===== src/rtl/pfrt_pkg.sv =====
// Shared types and codes for the packet filter rule table.
package pfrt_pkg;

  localparam int RULES_DEF = 64;

  // operation codes
  localparam logic [1:0] FN_CHECK  = 2'd0;
  localparam logic [1:0] FN_ADD    = 2'd1;
  localparam logic [1:0] FN_AUTO   = 2'd2;
  localparam logic [1:0] FN_REMOVE = 2'd3;

  // status codes
  localparam logic [1:0] ST_OK      = 2'd0;
  localparam logic [1:0] ST_FULL    = 2'd1;
  localparam logic [1:0] ST_BLOCKED = 2'd2;
  localparam logic [1:0] ST_INVALID = 2'd3;

  localparam logic [1:0]  PROTO_ANY = 2'd0;
  localparam logic [15:0] PORT_ANY  = 16'd0;
  localparam logic        ACT_ALLOW = 1'b0;
  localparam logic        ACT_BLOCK = 1'b1;

  typedef struct packed {
    logic [1:0]  func;
    logic [31:0] dest_ip;
    logic [15:0] port;
    logic [1:0]  protocol;
    logic        action;
  } in_t;

  typedef struct packed {
    logic       verdict;
    logic [1:0] status;
  } out_t;

  typedef struct packed {
    logic        valid;
    logic [31:0] address;
    logic        is_block;
    logic [15:0] port;
    logic [1:0]  proto;
  } entry_t;

  // control broadcast to every cell
  typedef struct packed {
    logic rotate;   // take right neighbor's entry
    logic compact;  // odd-even hole/live exchange
    logic phase;    // which pairs exchange this cycle
    logic append;   // write new rule at fill position
  } cell_cmd_t;

endpackage


===== src/rtl/pfrt_cell.sv =====
// One rule slot of the table; shifts, exchanges with neighbors or takes a new rule.
module pfrt_cell #(
  parameter int RULES = pfrt_pkg::RULES_DEF,
  parameter int IDX   = 0
) (
  input  logic                       clk,
  input  logic                       rst_n,
  input  pfrt_pkg::cell_cmd_t        cmd,
  input  logic [$clog2(RULES+1)-1:0] fill_cnt,
  input  pfrt_pkg::entry_t           wr_entry,
  input  pfrt_pkg::entry_t           from_left,
  input  pfrt_pkg::entry_t           from_right,
  output pfrt_pkg::entry_t           ent
);

  localparam int FW = $clog2(RULES + 1);
  localparam logic [FW-1:0] MY_IDX = FW'(IDX);
  localparam logic MY_PAR = 1'(IDX % 2);

  pfrt_pkg::entry_t ent_r;
  pfrt_pkg::entry_t ent_nxt;

  always_comb begin
    ent_nxt = ent_r;
    if (cmd.rotate) begin
      ent_nxt = from_right;
    end else if (cmd.compact) begin
      if (cmd.phase == MY_PAR) begin
        // left member of the pair: pull a live rule into a hole
        if (!ent_r.valid && from_right.valid) begin
          ent_nxt = from_right;
        end
      end else begin
        // right member: hand the rule over, become the hole
        // (cell 0 has no left partner and keeps its rule)
        if ((IDX != 0) && ent_r.valid && !from_left.valid) begin
          ent_nxt.valid = 1'b0;
        end
      end
    end else if (cmd.append && (fill_cnt == MY_IDX)) begin
      ent_nxt = wr_entry;
    end
    // only the valid bit is cleared by reset
    if (!rst_n) begin
      ent_nxt.valid = 1'b0;
    end
  end

  always_ff @(posedge clk) begin
    ent_r <= ent_nxt;
  end

  assign ent = ent_r;

endmodule


===== src/rtl/pfrt_ctrl.sv =====
// Sequencer: handshakes, head-of-chain rule evaluation, fill count and result register.
module pfrt_ctrl #(
  parameter int RULES = pfrt_pkg::RULES_DEF
) (
  input  logic                       clk,
  input  logic                       rst_n,
  input  logic                       in_valid,
  output logic                       in_stall,
  input  pfrt_pkg::in_t              in_data,
  output logic                       out_valid,
  input  logic                       out_stall,
  output pfrt_pkg::out_t             out_data,
  input  pfrt_pkg::entry_t           head,
  output pfrt_pkg::entry_t           feed,
  output pfrt_pkg::cell_cmd_t        cmd,
  output logic [$clog2(RULES+1)-1:0] fill_cnt,
  output pfrt_pkg::entry_t           wr_entry
);

  localparam int FW = $clog2(RULES + 1);
  localparam int CW = (RULES > 1) ? $clog2(RULES) : 1;
  localparam logic [CW-1:0] CNT_LAST = CW'(RULES - 1);
  localparam logic [FW-1:0] FILL_MAX = FW'(RULES);

  typedef enum logic [3:0] {
    S_IDLE    = 4'b0001,
    S_SCAN    = 4'b0010,
    S_COMPACT = 4'b0100,
    S_RESULT  = 4'b1000
  } state_t;

  state_t          state_r, state_nxt;
  pfrt_pkg::in_t   op_r, op_nxt;
  logic [CW-1:0]   cnt_r, cnt_nxt;
  logic [FW-1:0]   fill_r, fill_nxt;
  logic [FW-1:0]   del_r, del_nxt;
  logic            hit_r, hit_nxt;
  logic            out_valid_r, out_valid_nxt;
  pfrt_pkg::out_t  out_r, out_nxt;

  logic            addr_eq;
  logic            pkt_match;
  logic            cnt_last;
  logic            full;
  logic            load;
  logic            do_append;
  pfrt_pkg::out_t  res;

  assign addr_eq   = head.valid && (head.address == op_r.dest_ip);
  assign pkt_match = addr_eq
                  && ((head.port == op_r.port) || (head.port == pfrt_pkg::PORT_ANY))
                  && ((head.proto == op_r.protocol) || (head.proto == pfrt_pkg::PROTO_ANY));
  assign cnt_last  = (cnt_r == CNT_LAST);
  assign full      = (fill_r == FILL_MAX);
  assign load      = (state_r == S_RESULT) && (!out_valid_r || !out_stall);

  // result of the finished operation
  always_comb begin
    res.verdict = 1'b0;
    res.status  = pfrt_pkg::ST_OK;
    do_append   = 1'b0;
    unique case (op_r.func)
      pfrt_pkg::FN_CHECK: begin
        if (op_r.protocol == pfrt_pkg::PROTO_ANY) begin
          res.verdict = 1'b1;
          res.status  = pfrt_pkg::ST_INVALID;
        end else begin
          res.verdict = hit_r;
        end
      end
      pfrt_pkg::FN_ADD: begin
        res.status = full ? pfrt_pkg::ST_FULL : pfrt_pkg::ST_OK;
        do_append  = !full;
      end
      pfrt_pkg::FN_AUTO: begin
        if (hit_r) begin
          res.status = pfrt_pkg::ST_BLOCKED;
        end else if (full) begin
          res.status = pfrt_pkg::ST_FULL;
        end else begin
          do_append = 1'b1;
        end
      end
      default: begin
        res.status = pfrt_pkg::ST_OK;
      end
    endcase
  end

  // new rule: add takes the item fields, auto block stores a block-any rule
  always_comb begin
    wr_entry.valid   = 1'b1;
    wr_entry.address = op_r.dest_ip;
    if (op_r.func == pfrt_pkg::FN_AUTO) begin
      wr_entry.is_block = pfrt_pkg::ACT_BLOCK;
      wr_entry.port     = pfrt_pkg::PORT_ANY;
      wr_entry.proto    = pfrt_pkg::PROTO_ANY;
    end else begin
      wr_entry.is_block = op_r.action;
      wr_entry.port     = op_r.port;
      wr_entry.proto    = op_r.protocol;
    end
  end

  // head entry wraps around to the tail; removed rules come back as holes
  always_comb begin
    feed = '0;
    if (state_r == S_SCAN) begin
      feed = head;
      if ((op_r.func == pfrt_pkg::FN_REMOVE) && addr_eq) begin
        feed.valid = 1'b0;
      end
    end
  end

  assign cmd.rotate  = (state_r == S_SCAN);
  assign cmd.compact = (state_r == S_COMPACT);
  assign cmd.phase   = cnt_r[0];
  assign cmd.append  = load && do_append;

  always_comb begin
    state_nxt = state_r;
    op_nxt    = op_r;
    cnt_nxt   = cnt_r;
    fill_nxt  = fill_r;
    del_nxt   = del_r;
    hit_nxt   = hit_r;
    unique case (state_r)
      S_IDLE: begin
        if (in_valid) begin
          op_nxt  = in_data;
          cnt_nxt = '0;
          del_nxt = '0;
          hit_nxt = 1'b0;
          if ((in_data.func == pfrt_pkg::FN_ADD) ||
              ((in_data.func == pfrt_pkg::FN_CHECK) &&
               (in_data.protocol == pfrt_pkg::PROTO_ANY))) begin
            state_nxt = S_RESULT;
          end else begin
            state_nxt = S_SCAN;
          end
        end
      end
      S_SCAN: begin
        cnt_nxt = cnt_r + 1'b1;
        unique case (op_r.func)
          pfrt_pkg::FN_CHECK: begin
            if (pkt_match) begin
              hit_nxt = head.is_block;
            end
          end
          pfrt_pkg::FN_AUTO: begin
            if (addr_eq && (head.is_block == pfrt_pkg::ACT_BLOCK)) begin
              hit_nxt = 1'b1;
            end
          end
          pfrt_pkg::FN_REMOVE: begin
            if (addr_eq) begin
              del_nxt = del_r + 1'b1;
            end
          end
          default: begin
            hit_nxt = hit_r;
          end
        endcase
        if (cnt_last) begin
          cnt_nxt = '0;
          if (op_r.func == pfrt_pkg::FN_REMOVE) begin
            fill_nxt  = fill_r - del_nxt;
            state_nxt = S_COMPACT;
          end else begin
            state_nxt = S_RESULT;
          end
        end
      end
      S_COMPACT: begin
        cnt_nxt = cnt_r + 1'b1;
        if (cnt_last) begin
          cnt_nxt   = '0;
          state_nxt = S_RESULT;
        end
      end
      S_RESULT: begin
        if (load) begin
          state_nxt = S_IDLE;
          if (do_append) begin
            fill_nxt = fill_r + 1'b1;
          end
        end
      end
      default: begin
        state_nxt = S_IDLE;
      end
    endcase
  end

  always_comb begin
    out_nxt = out_r;
    if (load) begin
      out_valid_nxt = 1'b1;
      out_nxt       = res;
    end else if (!out_stall) begin
      out_valid_nxt = 1'b0;
    end else begin
      out_valid_nxt = out_valid_r;
    end
  end

  always_ff @(posedge clk) begin
    if (!rst_n) begin
      state_r     <= S_IDLE;
      cnt_r       <= '0;
      fill_r      <= '0;
      del_r       <= '0;
      hit_r       <= 1'b0;
      out_valid_r <= 1'b0;
    end else begin
      state_r     <= state_nxt;
      cnt_r       <= cnt_nxt;
      fill_r      <= fill_nxt;
      del_r       <= del_nxt;
      hit_r       <= hit_nxt;
      out_valid_r <= out_valid_nxt;
    end
  end

  always_ff @(posedge clk) begin
    op_r  <= op_nxt;
    out_r <= out_nxt;
  end

  assign in_stall  = (state_r != S_IDLE);
  assign out_valid = out_valid_r;
  assign out_data  = out_r;
  assign fill_cnt  = fill_r;

endmodule


===== src/rtl/packet_filter_rule_table_top.sv =====
// Top level of the packet filter rule table: a ring of rule cells and its sequencer.
//
// Input channel in_valid/in_stall/in_data carries one operation per transaction:
// check packet, add rule, auto block address or remove address rules. The result
// channel out_valid/out_stall/out_data returns exactly one verdict/status per
// operation, in order. A transaction moves when valid is high and stall is low.
// Rules sit in a chain of RULES cells. Check, auto block and remove rotate the
// whole chain once, one cell per cycle, and a single evaluator looks at the entry
// leaving cell 0; remove then runs odd-even exchanges between neighbor cells to
// close the gaps. Add, and check with protocol any, skip the rotation.
// One operation is in flight at a time; the next is accepted the cycle after the
// result enters the output register, so the rotation length sets the rate.
// A stalled result holds in the output register; the finished operation waits
// for it to drain before loading, and in_stall stays high meanwhile.
// Synchronous reset empties the table (all cells invalid, fill count zero).
module packet_filter_rule_table_top #(
  parameter int RULES = pfrt_pkg::RULES_DEF
) (
  input  logic           clk,
  input  logic           rst_n,
  input  logic           in_valid,
  output logic           in_stall,
  input  pfrt_pkg::in_t  in_data,
  output logic           out_valid,
  input  logic           out_stall,
  output pfrt_pkg::out_t out_data
);

  localparam int FW = $clog2(RULES + 1);

  pfrt_pkg::entry_t    ents [RULES];
  pfrt_pkg::entry_t    feed;
  pfrt_pkg::entry_t    wr_entry;
  pfrt_pkg::entry_t    no_entry;
  pfrt_pkg::cell_cmd_t cmd;
  logic [FW-1:0]       fill_cnt;

  assign no_entry = '0;

  pfrt_ctrl #(
    .RULES (RULES)
  ) u_ctrl (
    .clk       (clk),
    .rst_n     (rst_n),
    .in_valid  (in_valid),
    .in_stall  (in_stall),
    .in_data   (in_data),
    .out_valid (out_valid),
    .out_stall (out_stall),
    .out_data  (out_data),
    .head      (ents[0]),
    .feed      (feed),
    .cmd       (cmd),
    .fill_cnt  (fill_cnt),
    .wr_entry  (wr_entry)
  );

  for (genvar i = 0; i < RULES; i++) begin : g_cell
    pfrt_pkg::entry_t left_ent;
    pfrt_pkg::entry_t right_ent;

    if (i == 0) begin : g_first
      assign left_ent = no_entry;
    end else begin : g_mid_l
      assign left_ent = ents[i-1];
    end

    // tail takes the wrapped head during rotation, a hole otherwise
    if (i == RULES - 1) begin : g_last
      assign right_ent = feed;
    end else begin : g_mid_r
      assign right_ent = ents[i+1];
    end

    pfrt_cell #(
      .RULES (RULES),
      .IDX   (i)
    ) u_cell (
      .clk        (clk),
      .rst_n      (rst_n),
      .cmd        (cmd),
      .fill_cnt   (fill_cnt),
      .wr_entry   (wr_entry),
      .from_left  (left_ent),
      .from_right (right_ent),
      .ent        (ents[i])
    );
  end

endmodule

===== config.mk =====
export PLATFORM = sky130hd
export DESIGN_NAME = packet_filter_rule_table_top
export DESIGN_NICKNAME = d
export VERILOG_FILES = /design/src/rtl/pfrt_pkg.sv /design/src/rtl/pfrt_cell.sv /design/src/rtl/pfrt_ctrl.sv /design/src/rtl/packet_filter_rule_table_top.sv
export SDC_FILE = /design/constraint.sdc
export NUM_CORES = 2
export LEC_CHECK = 0
export ABC_CLOCK_PERIOD_IN_PS = 11500
export BUFFER_PORTS_ARGS = -buffer_cell sky130_fd_sc_hd__buf_2
export CELL_PAD_IN_SITES_DETAIL_PLACEMENT = 1
export CELL_PAD_IN_SITES_GLOBAL_PLACEMENT = 1
export CORE_UTILIZATION = 38
export CTS_BUF_LIST = sky130_fd_sc_hd__clkbuf_4
export DETAILED_ROUTE_END_ITERATION = 12
export PLACE_DENSITY = 0.67
export SLEW_MARGIN = 15
export SYNTH_ARGS = -nofsm -noshare
export SYNTH_HDL_FRONTEND = slang
export SYNTH_SLANG_ARGS = --single-unit

===== constraint.sdc =====
create_clock -name clk -period 11.5 [get_ports clk]
set_input_delay 2.3 -clock clk [delete_from_list [all_inputs] [get_ports clk]]
set_output_delay 2.3 -clock clk [all_outputs]
set_load 0.02 [all_outputs]

==> run summary <==
Number of max-cap violations: 0
Chip width: 597 µm
Final Cell Area: 151000 µm²
Slowest cell on crit path: buf_4
Syn Nets: 8522
Clock slew at reported path FFs: 0.07 ns
Min-Delay Path Class: reg2reg
Power density over the cells: 180 nW/µm²
Status: completed
First-pass GRT wire length: 562 mm
Post-Route WL: 380 mm
Synth top area cells: edfxtp_1, a21o_1, clkbuf_1
Relative slew margins: 13.8%
I/O Pins: 62
Tmin final: 5.40 ns
Synth cell types: 61
Slew of the pin with the lowest slew margin: 1.29 ns
Reg2Reg Depth: 8
Num rows: 218
Initial antenna violation count: 15
Violation count after the first detailed-route iteration: 7792
Final worst path period share: 46.9%
Full die area: 357000 µm²
Vias post-DR: 77800
Die Y: 597 µm
Clock latency on the worst-skew pair: 1.59 ns
Crit path largest cell delay: 0.92 ns
Crit path top cell by count: buf_4
Total power: 27.3 mW
Ys flop type: edfxtp_1
Routed Antenna Nets: 0
Placer congestion estimate: 0.895
Reg2Reg Setup Slack: 6.10 ns
CTS root buf: clkbuf_4
Max Freq: 0.185 GHz
Total gr overflow: 0
Ratio of cells with drive above 1 in the final layout: 18.6%
Startpoint types: flop
Final setup vio count: 0
FF+latch count, synth: 3410
CP Buf/Inv Count: 5
Fin Clk Skew: 0.132 ns
CTS tree: done
Clock Path Buffers: 4
Largest delay contributor family on the critical path: buffers and inverters
Initial Util: 38.2%
Reg2Reg Launch Point: u_ctrl.state_r[2]
Post-synth EDFFs: 3320
Post-Synthesis Cell Area: 135000 µm²
Postcts setup bufs: 0
TritonRoute pass-1 iters: 7
Drt wl/cell: 26.9 µm
Mean Syn Cell Area: 15.9 µm²
Post-layout util: 42.9%
# port buffers: 61
Critical Path End Type: flop
CP arrival: 6.78 ns
Share of the synthesized area in the top cell type: 74.0%
Hold wc startpoint: g_cell[9].u_cell.ent[17]
RSZ-0062 raised after global routing: false
FFs w/ async S/R, synth: 0%
Final nets: 8840
Cell taking the most area after synthesis: edfxtp_1
CTS sink cnt: 3410
Fin. max-slew vios: 0
CTS resizes: 0
H-tree levels: 6
CTS buffer count: 855
DR vias/cell: 5.50
Worst-path fanout max: 100
Peak supply drop: 0.0985 mV
Dpl hpwl: 223 mm
Reg2reg end: g_cell[22].u_cell.ent[33]
Total GRT Usage: 21.0%
Vias in the first global route: 82400
Worst Hold End: g_cell[8].u_cell.ent[17]
Crit Path Class: reg2reg
Largest net degree at the start of global routing: 260
Setup tns final: 0 ns
Final hold violation count: 0
Synthesis-to-layout area growth: 12.2%
Synth Warn #: 0
Placeable Area: 353000 µm²
Min Hold Slack: 0.442 ns
Post-Syn Instances: 8451
DRC violations left: 0
Worst path cell trace: inv_1, nor2_1, o21a_4, buf_4, buf_4, buf_4, buf_4, a21o_1
Critical path required time: 12.88 ns
CTS hold repair buffers: 0
Sequential area share after synthesis: 75.4%
Leak: 65.7 nW
Hold Path Stages: 1
Area post-placement: 140000 µm²
metrics by stage:
stage	setup slack [ns]	std cells
final	6.10	14100
after floorplan	3.66	8451
after global placement	5.31	12600
after global routing	5.75	14100
after CTS	5.98	14100
after detailed placement	5.52	12600
worst register-to-register path: stages (launching register included):
cell     delay (ns)
dfxtp_1        0.46
inv_1          0.12
nor2_1         0.35
o21a_4         0.61
buf_4          0.70
buf_4          0.92
buf_4          0.79
buf_4          0.96
a21o_1         0.28
placed cells by master, fill, tap and decap left out, drive strengths merged, types with 23 or more instances in the layout:
| master | instances |
|---|---|
| a21o | 3272 |
| a21oi | 161 |
| a221o | 24 |
| a31oi | 24 |
| and2 | 70 |
| buf | 252 |
| clkbuf | 1266 |
| clkinv | 185 |
| dfxtp | 90 |
| edfxtp | 3320 |
| inv | 74 |
| nand2 | 199 |
| nand2b | 29 |
| nor2 | 93 |
| o211a | 24 |
| o21ai | 48 |
| xnor2 | 40 |
| xor2 | 23 |
kinds of logic after synthesis:
| kind of cell | Yosys count | share of synthesized area, % |
|---|---|---|
| simple gates | 493 | 1.77 |
| xor+xnor | 63 | 0.410 |
| buf+inv | 839 | 2.35 |
| mux | 13 | 0.0966 |
| fa+ha+maj | 14 | 0.136 |
| flops | 3410 | 75.4 |
| compound gates | 3619 | 19.9 |
layout make-up:
class / count / area [µm²]
sequential: 3410 / 101000
inverter: 48 / 180
multi-input combinational: 4202 / 30800
clock buffer: 1266 / 9500
antenna: 4 / 10.0
clock inverter: 227 / 1420
fill: 35000 / 202000
timing repair buffer: 252 / 1830
tap: 4730 / 5920
registers in the layout, indices dropped and copies added (netlist names):
register / cells
u_ctrl.del_r: 7
u_ctrl.out_data: 3
g_cell.u_cell.ent: 3328
u_ctrl.op_r: 21
u_ctrl.hit_r: 1
u_ctrl.fill_cnt: 7
u_ctrl.cnt_r: 6
u_ctrl.out_valid: 1
u_ctrl.state_r: 4
u_ctrl.wr_entry: 32
power breakdown:
part / switching (mW) / internal, mW
Clock: 5.04 / 5.31
Sequential: 0.153 / 14.3
Combinational: 1.60 / 0.883
Yosys cell counts, types with 15 or more instances:
master and number:
nor2_1 93, nand2_1 199, inv_1 48, a21oi_1 160
edfxtp_1 3320, buf_1 100, xor2_1 23, nor3_1 20
dfxtp_1 90, xnor2_1 40, o21ai_0 45, a31oi_1 24
clkbuf_1 688, or2_2 16, and2_1 66, a211oi_1 15
a221o_1 24, a21o_1 3272, nand2b_1 29, o211a_1 24
how the worst max path moves through the flow:
stage,startpoint,end,depth (start not counted)
finish,u_ctrl.state_r[2],g_cell[22].u_cell.ent[33],8
global route,u_ctrl.state_r[2],g_cell[20].u_cell.ent[25],8
CTS,u_ctrl.state_r[0],in_stall,3
detailed placement,out_stall,g_cell[15].u_cell.ent[6],8
global placement,out_stall,g_cell[3].u_cell.ent[10],8
floorplan,out_stall,g_cell[23].u_cell.ent[0],7
per-layer routing:
layer / share of wire, % / global-route usage [%]
met1: 42 / 28.2
met2: 47 / 33.1
met3: 6.3 / 3.72
met4: 4.8 / 10.3
met5: 0.030 / 0
No activity file was read; power rests on OpenSTA's default activity.
